### src/design/rawsocket_frame_deframer_defines.svh
// assertion macros for the rawsocket deframer
// used by the top level only; expects clk and rst_n in scope
`ifndef RAWSOCKET_FRAME_DEFRAMER_DEFINES_SVH
`define RAWSOCKET_FRAME_DEFRAMER_DEFINES_SVH

// same-cycle implication, checked outside reset
`define RDF_ASSERT_IMP(label, ante, cons) \
  label: assert property (@(posedge clk) disable iff (!rst_n) (ante) |-> (cons)) \
    else $error("rdf assertion failed");

// next-cycle implication, checked outside reset
`define RDF_ASSERT_NXT(label, ante, cons) \
  label: assert property (@(posedge clk) disable iff (!rst_n) (ante) |=> (cons)) \
    else $error("rdf assertion failed");

`endif

### src/design/rdf_pkg.sv
// shared types and constants of the rawsocket deframer
// no dependencies
package rdf_pkg;

  // event codes
  localparam logic [2:0] EV_NONE      = 3'd0;
  localparam logic [2:0] EV_HS_OK     = 3'd1;
  localparam logic [2:0] EV_DATA      = 3'd2;
  localparam logic [2:0] EV_BAD_MAGIC = 3'd3;
  localparam logic [2:0] EV_RESERVED  = 3'd4;
  localparam logic [2:0] EV_EMPTY     = 3'd5;

  // parser phases
  localparam logic [1:0] PH_HANDSHAKE = 2'd0;
  localparam logic [1:0] PH_PREFIX    = 2'd1;
  localparam logic [1:0] PH_PAYLOAD   = 2'd2;

  // handshake byte positions
  localparam logic [1:0] HS_MAGIC  = 2'd0;
  localparam logic [1:0] HS_FORMAT = 2'd1;
  localparam logic [1:0] HS_RSV0   = 2'd2;
  localparam logic [1:0] HS_RSV1   = 2'd3;

  // last byte position of the length prefix
  localparam logic [1:0] PREFIX_LAST = 2'd3;

  localparam logic [7:0] MAGIC_BYTE = 8'h7f;

  typedef struct packed {
    logic [2:0] event_res;
    logic [7:0] payload_byte;
    logic       frame_last;
    logic [3:0] max_len_exponent;
    logic [3:0] serializer_code;
  } rdf_result_t;

endpackage

### src/design/rdf_in_stage.sv
// input register of the rawsocket deframer
// depends on nothing but its ports
module rdf_in_stage (
  input  logic       clk,
  input  logic       rst_n,
  input  logic       in_valid,
  output logic       in_ready,
  input  logic [7:0] in_rx_byte,
  input  logic       adv,
  output logic       hold_v,
  output logic [7:0] hold_byte
);

  logic       v_r, v_nxt;
  logic [7:0] byte_r;
  logic       take;

  assign in_ready = !v_r || adv;
  assign take     = in_valid && in_ready;
  assign v_nxt    = take ? 1'b1 : (adv ? 1'b0 : v_r);

  always_ff @(posedge clk) begin
    if (!rst_n) begin
      v_r <= 1'b0;
    end else begin
      v_r <= v_nxt;
    end
  end

  always_ff @(posedge clk) begin
    if (take) begin
      byte_r <= in_rx_byte;
    end
  end

  assign hold_v    = v_r;
  assign hold_byte = byte_r;

endmodule

### src/design/rdf_parser.sv
// handshake and frame parser state with its next-state logic
// depends on rdf_pkg
module rdf_parser
  import rdf_pkg::*;
#(
  parameter int LEN_BITS = 32
) (
  input  logic        clk,
  input  logic        rst_n,
  input  logic        step,
  input  logic [7:0]  rx_byte,
  output rdf_result_t res
);

  logic [1:0]          phase_r, phase_nxt;
  logic [LEN_BITS-1:0] idx_r, idx_nxt;
  logic [LEN_BITS-1:0] len_r, len_nxt;
  logic [3:0]          exp_r, exp_nxt;
  logic [3:0]          ser_r, ser_nxt;

  logic [LEN_BITS-1:0] idx_inc;
  logic [LEN_BITS-1:0] len_base;
  logic [LEN_BITS+7:0] len_wide;
  logic [LEN_BITS-1:0] len_shift;

  assign idx_inc   = idx_r + LEN_BITS'(1);
  // first prefix byte starts a fresh length
  assign len_base  = (idx_r == '0) ? '0 : len_r;
  assign len_wide  = {len_base, rx_byte};
  assign len_shift = len_wide[LEN_BITS-1:0];

  always_comb begin
    phase_nxt = phase_r;
    idx_nxt   = idx_r;
    len_nxt   = len_r;
    exp_nxt   = exp_r;
    ser_nxt   = ser_r;
    res.event_res    = EV_NONE;
    res.payload_byte = 8'h00;
    res.frame_last   = 1'b0;
    case (phase_r)
      PH_PREFIX: begin
        len_nxt = len_shift;
        idx_nxt = idx_inc;
        if (idx_r[1:0] == PREFIX_LAST) begin
          idx_nxt = '0;
          if (len_shift == '0) begin
            res.event_res = EV_EMPTY;
          end else begin
            phase_nxt = PH_PAYLOAD;
          end
        end
      end
      PH_PAYLOAD: begin
        res.event_res    = EV_DATA;
        res.payload_byte = rx_byte;
        idx_nxt          = idx_inc;
        if (idx_inc == len_r) begin
          res.frame_last = 1'b1;
          phase_nxt      = PH_PREFIX;
          idx_nxt        = '0;
        end
      end
      default: begin
        // handshake; unused phase code behaves the same
        phase_nxt = PH_HANDSHAKE;
        case (idx_r[1:0])
          HS_MAGIC: begin
            if (rx_byte != MAGIC_BYTE) begin
              res.event_res = EV_BAD_MAGIC;
            end else begin
              idx_nxt = idx_inc;
            end
          end
          HS_FORMAT: begin
            exp_nxt = rx_byte[7:4];
            ser_nxt = rx_byte[3:0];
            idx_nxt = idx_inc;
          end
          HS_RSV0: begin
            if (rx_byte != 8'h00) begin
              res.event_res = EV_RESERVED;
              idx_nxt       = '0;
            end else begin
              idx_nxt = idx_inc;
            end
          end
          default: begin
            idx_nxt = '0;
            if (rx_byte != 8'h00) begin
              res.event_res = EV_RESERVED;
            end else begin
              res.event_res = EV_HS_OK;
              phase_nxt     = PH_PREFIX;
              len_nxt       = '0;
            end
          end
        endcase
      end
    endcase
    res.max_len_exponent = exp_nxt;
    res.serializer_code  = ser_nxt;
  end

  always_ff @(posedge clk) begin
    if (!rst_n) begin
      phase_r <= PH_HANDSHAKE;
      idx_r   <= '0;
      len_r   <= '0;
      exp_r   <= 4'h0;
      ser_r   <= 4'h0;
    end else if (step) begin
      phase_r <= phase_nxt;
      idx_r   <= idx_nxt;
      len_r   <= len_nxt;
      exp_r   <= exp_nxt;
      ser_r   <= ser_nxt;
    end
  end

endmodule

### src/design/rdf_out_stage.sv
// result register of the rawsocket deframer
// depends on rdf_pkg
module rdf_out_stage
  import rdf_pkg::*;
(
  input  logic        clk,
  input  logic        rst_n,
  input  logic        load,
  input  rdf_result_t res,
  output logic        adv,
  output logic        out_valid,
  input  logic        out_ready,
  output rdf_result_t out_res
);

  logic        v_r, v_nxt;
  rdf_result_t res_r;

  assign adv   = !v_r || out_ready;
  assign v_nxt = load ? 1'b1 : (out_ready ? 1'b0 : v_r);

  always_ff @(posedge clk) begin
    if (!rst_n) begin
      v_r <= 1'b0;
    end else begin
      v_r <= v_nxt;
    end
  end

  always_ff @(posedge clk) begin
    if (load) begin
      res_r <= res;
    end
  end

  assign out_valid = v_r;
  assign out_res   = res_r;

endmodule

### src/design/rawsocket_frame_deframer.sv
// rawsocket_frame_deframer: receive-side deframer, one stream byte per transaction
// depends on rdf_pkg, rdf_in_stage, rdf_parser, rdf_out_stage and the defines header
//
// usage:
//   input channel  in_valid/in_ready carries in_rx_byte, one byte of the stream
//   result channel out_valid/out_ready carries one result per input byte:
//     out_event_res (none, handshake ok, payload byte, bad magic, reserved
//     nonzero, empty frame), out_payload_byte, out_frame_last and the peer's
//     max length exponent and serializer taken from the handshake
//   the stream starts with a four-byte handshake, then frames of a four-byte
//     big-endian length prefix followed by that many payload bytes
// timing:
//   a byte is registered on acceptance and parsed into the result register once
//     that register can take it; out_valid rises when the result is loaded
//   throughput is one byte per cycle while out_ready is high; parsing is combinational
// reset (rst_n low, synchronous): parser back to the first handshake byte,
//   length and peer fields cleared, both pipeline registers emptied
// stall: while out_ready is low the result register holds, the input register
//   keeps one more byte, and in_ready drops only when both are full
`include "rawsocket_frame_deframer_defines.svh"

module rawsocket_frame_deframer
  import rdf_pkg::*;
#(
  parameter int LEN_BITS = 32
) (
  input  logic       clk,
  input  logic       rst_n,
  input  logic       in_valid,
  output logic       in_ready,
  input  logic [7:0] in_rx_byte,
  output logic       out_valid,
  input  logic       out_ready,
  output logic [2:0] out_event_res,
  output logic [7:0] out_payload_byte,
  output logic       out_frame_last,
  output logic [3:0] out_max_len_exponent,
  output logic [3:0] out_serializer_code
);

  // pipeline handshake between the two registers
  logic        adv;
  logic        hold_v;
  logic [7:0]  hold_byte;
  logic        step;
  rdf_result_t res;
  rdf_result_t out_res;

  // a parse step happens when a byte waits and the result register can take it
  assign step = hold_v && adv;

  rdf_in_stage u_in (
    .clk       (clk),
    .rst_n     (rst_n),
    .in_valid  (in_valid),
    .in_ready  (in_ready),
    .in_rx_byte(in_rx_byte),
    .adv       (adv),
    .hold_v    (hold_v),
    .hold_byte (hold_byte)
  );

  // handshake check, prefix assembly and payload counting
  rdf_parser #(
    .LEN_BITS(LEN_BITS)
  ) u_parser (
    .clk    (clk),
    .rst_n  (rst_n),
    .step   (step),
    .rx_byte(hold_byte),
    .res    (res)
  );

  rdf_out_stage u_out (
    .clk      (clk),
    .rst_n    (rst_n),
    .load     (step),
    .res      (res),
    .adv      (adv),
    .out_valid(out_valid),
    .out_ready(out_ready),
    .out_res  (out_res)
  );

  assign out_event_res        = out_res.event_res;
  assign out_payload_byte     = out_res.payload_byte;
  assign out_frame_last       = out_res.frame_last;
  assign out_max_len_exponent = out_res.max_len_exponent;
  assign out_serializer_code  = out_res.serializer_code;

  // last marker only on payload bytes
  `RDF_ASSERT_IMP(a_last_is_data, out_valid && out_frame_last, out_event_res == EV_DATA)
  // payload byte is zero outside payload results
  `RDF_ASSERT_IMP(a_data_zero, out_valid && (out_event_res != EV_DATA), out_payload_byte == 8'h00)
  // both registers full and receiver stalled: no new input transaction
  `RDF_ASSERT_IMP(a_full_blocks, hold_v && out_valid && !out_ready, !in_ready)
  // a stalled result stays in place
  `RDF_ASSERT_NXT(a_stall_holds, out_valid && !out_ready, out_valid && $stable(out_res))

endmodule

### config.mk
export PLATFORM = sky130hd
export DESIGN_NAME = rawsocket_frame_deframer
export DESIGN_NICKNAME = d
export VERILOG_FILES = /design/src/design/rdf_pkg.sv /design/src/design/rdf_in_stage.sv /design/src/design/rdf_parser.sv /design/src/design/rdf_out_stage.sv /design/src/design/rawsocket_frame_deframer.sv
export VERILOG_INCLUDE_DIRS = /design/src /design/src/design
export SDC_FILE = /design/constraint.sdc
export NUM_CORES = 1
export LEC_CHECK = 0
export BUFFER_PORTS_ARGS = -buffer_cell sky130_fd_sc_hd__buf_2
export CORE_MARGIN = 8
export CORE_UTILIZATION = 59
export DETAILED_ROUTE_END_ITERATION = 10
export GPL_TIMING_DRIVEN = 0
export PLACE_DENSITY = 0.89
export SLEW_MARGIN = 40
export SYNTH_ARGS = -nofsm -noshare
export SYNTH_HDL_FRONTEND = slang
export SYNTH_SLANG_ARGS = --single-unit
### constraint.sdc
create_clock -name clk -period 4.41 [get_ports clk]
set_input_delay 0.2205 -clock clk [delete_from_list [all_inputs] [get_ports clk]]
set_output_delay 0.2205 -clock clk [all_outputs]
set_load 0.02 [all_outputs]
## After elaboration in Yosys (flattened, before gate mapping)

Index checks and enable logic that the tools add are counted.

| cells by class | value |
|---|---|
| bitwise logic cells | 1 |
| reductions and logical operators | 17 |
| equality and inequality tests | 13 |
| add/subtract/negate cells | 1 |
| muxes and demuxes | 32 |

Operator list:

| kind | number |
|---|---|
| 32-bit 2-to-1 mux | 6 |
| 32-bit one-hot mux with 2 select lines | 2 |
| 32-bit one-hot mux with 3 select lines | 1 |
| 32-bit zero test | 2 |
| 32-bit by 1-bit adder with 32-bit output, second input constant | 1 |
| 32-bit equality test | 1 |
| 24-bit 2-to-1 mux | 1 |
| 4-bit 2-to-1 mux | 4 |
| 3-bit 2-to-1 mux | 4 |
| 2-bit 2-to-1 mux | 5 |
| 3-bit one-hot mux with 3 select lines | 1 |
| 8-bit by 7-bit inequality test with 1-bit output, second input constant | 1 |
| 4-bit AND reduction | 2 |
| 8-bit nonzero test | 1 |
| 2-bit equality test, second input constant | 3 |
| 1-bit 2-to-1 mux | 6 |
| 2-bit by 1-bit inequality test with 1-bit output, second input constant | 3 |
| 3-bit one-hot mux with 2 select lines | 1 |
| 2-bit by 1-bit equality test with 1-bit output, second input constant | 2 |
| 2-bit inequality test, second input constant | 2 |
| 4-bit inequality test, second input constant | 1 |
| 2-bit one-hot mux with 2 select lines | 1 |
| 2-bit nonzero test | 2 |
| 3-bit OR reduction | 1 |
| other kinds (7) | 10 |

| storage, ports and cells | value |
|---|---|
| flip-flop bits (word level) | 104 |
| output and inout bits | 22 |
| logic and storage cells | 77 |
| bits of input ports | 12 |

## Logic depth before layout (Yosys ltp)

| logic depth | value |
|---|---|
| word-level depth | 6 |
| mapped depth | 13 |
| gate-level depth less buffers | 12 |

## Modules after synthesis

From an unflattened synthesis, not the netlist that was laid out.

| unflattened totals | value |
|---|---|
| cell total of the unflattened synthesis | 699 |
| area total of the unflattened synthesis | 6182.2 um2 |

Modules (own cells, without submodules):

| module | cells an instance | seq. area each (um2) | area each (um2) | instances |
|---|---|---|---|---|
| rdf_parser | 661 | 1481.4 | 5228.8 | 1 |
| rdf_out_stage | 24 | 620.6 | 649.4 | 1 |
| rdf_in_stage | 13 | 260.2 | 297.8 | 1 |
| rawsocket_frame_deframer | 1 | 0.0 | 6.3 | 1 |

## Least setup slack after synthesis

OpenSTA, ideal clock, no wires.

| path | value |
|---|---|
| path kind | register to register |
| from | reg u_parser.idx_r[0] |
| to | reg u_parser.idx_r[27] |
| buffers on the path | 1 |
| cell stages (with the launch flop) | 14 |
| path slack | 1.156 ns |
| period minus slack after synthesis | 3.254 ns |
| data required time | 4.281 ns |
| data arrival time | 3.125 ns |
| library setup time | 0.129 ns |
| cells stage by stage | dfxtp_1 ha_1 inv_1 ha_1 xnor2_1 a2111oi_0 o311ai_0 a211oi_1 nand3_1 nor4_2 a41oi_4 buf_2 a21oi_1 mux2i_1 |

| on the way | value |
|---|---|
| cells in the longest elaborated chain, start to end | 4 |
| elaborated cells on any way between the ends | 14 |
| those cells by class | add/sub: 1; eq/ne: 5; mux: 6; reduce/logical: 2 |

Ends and longest elaborated chain:

| what | RTL line | text |
|---|---|---|
| start: declaration | rdf_parser.sv:16 | `logic [LEN_BITS-1:0] idx_r, idx_nxt;` |
| start signal: assignment | rdf_parser.sv:114 | `idx_r <= idx_nxt;` |
| 32-bit by 1-bit adder with 32-bit output | rdf_parser.sv:26 | `assign idx_inc = idx_r + LEN_BITS'(1);` |
| 32-bit equality test (tied with other cells) | rdf_parser.sv:58 | `if (idx_inc == len_r) begin` |
| 32-bit 2-to-1 mux / 32-bit one-hot mux with 3 select lines (equally long branches) | rdf_parser.sv:58, rdf_parser.sv:67 |  |
| 32-bit one-hot mux with 2 select lines | rdf_parser.sv:41 | `case (phase_r)` |

Several ways; a longest one is shown, not always the timed one. The select of a mux whose other input is x is not followed.
A chain may end at the register's enable or synchronous reset.

## Worst setup path after layout

| path | value |
|---|---|
| from | reg u_parser.idx_r[1] |
| to | reg u_parser.idx_r[28] |

Same word-level chain as after synthesis.

==> results.sh <==
export IMPL_vdd_drop_max_uv=262
export IMPL_synth_flop_cell="dfxtp_1"
export IMPL_ios=34
export IMPL_arrival_ns=4.36
export IMPL_power_per_cell_area_nw_per_um2=251
export IMPL_worst_setup_path_type="reg2reg"
export IMPL_vias_per_cell=6.74
export IMPL_fin_skew_ns=0.0191
export IMPL_syn_to_final_growth_pct=10.1
export IMPL_coreArea_um2=10300
export IMPL_fmaxAchievable_mhz=244
export IMPL_htreeDepth=3
export IMPL_dieArea_um2=14100
export IMPL_wl_met3_um=2050
export IMPL_grt_pass1_vias=5631
export IMPL_worst_slew_pin_slew_ns=0.778
export IMPL_finalSetupTns_ns=0
export IMPL_io_buffer_count=32
export IMPL_startpoint="u_parser.idx_r[1]$_SDFFE_PN0P_"
export IMPL_ant_nets=0
export IMPL_cts_path_max_buffers=2
export IMPL_drc=0
export IMPL_required_ns=4.66
export IMPL_hold_violations=1
export IMPL_synth_area_leaders="dfxtp_1, edfxtp_1, xnor2_1, nor2b_1, a22oi_1"
export IMPL_cts_root_buf="clkbuf_8"
export IMPL_die_x_um=119
export IMPL_min_from="in_rx_byte[1]"
export IMPL_power_leakage_uw=0.00232
export IMPL_wl_met2_um=9020
export IMPL_netlist_area_leader_share=0.244
export IMPL_final_common_cell="dfxtp_1"
export IMPL_rr_endpoint="u_parser.idx_r[28]$_SDFFE_PN0P_"
export IMPL_setup_viol=0
export IMPL_clk_latency_ns=0.39
export IMPL_cts_buffers=9
export IMPL_synth_cells=699
export IMPL_synth_avg_cell_area_um2=8.91
export IMPL_cp_max_fo=10
export IMPL_slew_limit_headroom=0.481
export IMPL_rrSetupSlack_ns=0.31
export IMPL_drive_gt1_frac=0.134
export IMPL_min_to="u_in.hold_byte[1]$_DFFE_PP_"
export IMPL_yosysSeqAreaShare=0.379
export IMPL_synth_cell_types=75
export IMPL_synth_fa_ha_area_frac=0.0141
export IMPL_grt_max_degree=22
export IMPL_r2r_start="u_parser.idx_r[1]$_SDFFE_PN0P_"
export IMPL_die_height_um=119
export IMPL_synth_mux_area_frac=0.0410
export IMPL_yosys_area_share_simple=0.261
export IMPL_wl_per_cell_um=22.8
export IMPL_min_path_cells=1
export IMPL_hold_slack_ns=-0.000983
export IMPL_post_dp_cell_area_um2=6590
export IMPL_dp_hpwl_um=14900
export IMPL_wl_met1_um=7940
export IMPL_synth_async_reset_ratio=0
export IMPL_routabilityCongestion=0.978
export IMPL_antenna_found_initial=0
export IMPL_max_cap_violations=0
export IMPL_synth_top_family_by_area="simple AND/OR/NAND/NOR gates"
export IMPL_fin_crit_sh=0.931
export IMPL_end_kind="flop"
export IMPL_synth_seq_cells=104
export IMPL_drtIter0Drc=635
export IMPL_grt_pass1_wl_um=31200
export IMPL_nNetsFinal=766
export IMPL_synthesis_nets=718
export IMPL_wl_um=20300
export IMPL_rows=37
export IMPL_finish_instance_area_um2=6860
export IMPL_initial_core_util=0.606
export IMPL_violations="negative hold slack"
export IMPL_synth_xor_area_frac=0.0647
export IMPL_firstDrtPassIters=5
export IMPL_grt_total_usage=0.280
export IMPL_slew_violations=0
export IMPL_synth_compound_area_frac=0.186
export IMPL_fin_crit_ns=4.10
export IMPL_yosysTopAreaCell="dfxtp_1"
export IMPL_most_common_layout_cells="dfxtp_1, nand2_1, buf_2"
export IMPL_antenna_cells=0
export IMPL_top_layer_used="met4"
export IMPL_start_kind="flop"
export IMPL_yosys_warnings=0
export IMPL_ff2ff_path_depth=13
export IMPL_cts_tree="built"
export IMPL_status="complete, but fails checks"
export IMPL_synth_edff_count=28
export IMPL_clk_pin_slew_worst_paths_ns=0.12
export IMPL_gr_total_overflow=0
export IMPL_cts_sinks=104
export IMPL_hold_class="in2reg"
export IMPL_num_vias=5986
export IMPL_netlist_area_um2=6230
[cell type report]
class / instances / area, um2
Fill cell: 828 / 3420
Sequential cell: 104 / 2360
Buffer: 59 / 260
Tap cell: 136 / 170
Clock inverter: 7 / 88.8
Inverter: 21 / 78.8
Timing Repair Buffer: 37 / 228
Clock buffer: 9 / 124
Multi-Input combinational cell: 515 / 3540
[worst max path at each step]
stage                                      end  slack [ns]
4_1_cts        u_parser.idx_r[28]$_SDFFE_PN0P_        0.07
5_1_grt        u_parser.idx_r[28]$_SDFFE_PN0P_       -0.01
3_3_place_gp   u_parser.idx_r[18]$_SDFFE_PN0P_       0.005
2_1_floorplan  u_parser.idx_r[27]$_SDFFE_PN0P_        1.16
6_report       u_parser.idx_r[28]$_SDFFE_PN0P_        0.31
3_5_place_dp   u_parser.idx_r[28]$_SDFFE_PN0P_         0.1
[Yosys cell counts (all sizes together) (7+ instances only)]
cell type and n:
inv 21, clkbuf 38, xnor2 33, and2 18, ha 7, a22oi 35
o211ai 9, nor2 24, nor3 15, nand4 23, nand3 37, and4 11
mux2 9, buf 21, xor2 13, o21ai 31, a31oi 7, a21oi 26
nand2 49, o31ai 9, nor4 27, dfxtp 76, edfxtp 28, nor2b 46
mux2i 15
[worst max-delay path, cell delays in order (launching register included)]
cell and delay (ns):
dfxtp_1 0.50, ha_2 0.33, inv_1 0.14, ha_1 0.33
xnor2_1 0.16, a2111oi_2 0.49, o311ai_0 0.25, a211oi_1 0.21
nand3_1 0.15, nor4_2 0.41, a41oi_4 0.33, nand2_2 0.21
buf_2 0.34, o31ai_1 0.12
[layer usage]
metal | track usage | vias up
li1 | - | 2695
met1 | 0.353 | 2816
met2 | 0.437 | 371
met3 | 0.0533 | 104
met4 | 0.168 | 0
met5 | 0 | -
[timing repair]
item	CTS	global route
endpoints found under the setup margin	0	29
hold buffers	0	4
setup buffers	0	0
endpoints found under the hold margin	0	4
gates resized for setup	0	4
[registers in the layout, summed over array words and instances, names as in the netlist]
signal / flops
u_out.out_valid: 1
u_in.hold_v: 1
u_parser.len_r: 32
u_parser.idx_r: 32
u_parser.ser_r: 4
u_out.out_res: 20
u_in.hold_byte: 8
u_parser.exp_r: 4
u_parser.phase_r: 2
[per-stage QoR]
step,setup slack (ns),std cells,utilization,total power (uW)
after floorplan,1.16,699,-,1060
after detailed placement,0.0967,868,0.641,1090
after global placement,0.00528,867,0.638,1090
after global routing,-0.0122,888,0.667,1750
final,0.305,888,0.667,1720
after CTS,0.0695,884,0.662,1710
[where the power goes]
group	leakage, uW	switching (uW)	internal (uW)
Sequential	0.000878	8.34	990
Clock	0.000103	375	274
Combinational	0.00134	47.9	28.1
Total	0.00232	432	1290
[kinds of logic after synthesis]
family / Yosys count
mux: 24
simple gates: 274
compound gates: 164
buf+inv: 80
xor+xnor: 46
fa+ha+maj: 7
flops: 104
Note: power is estimated with default switching activity, not from simulation.
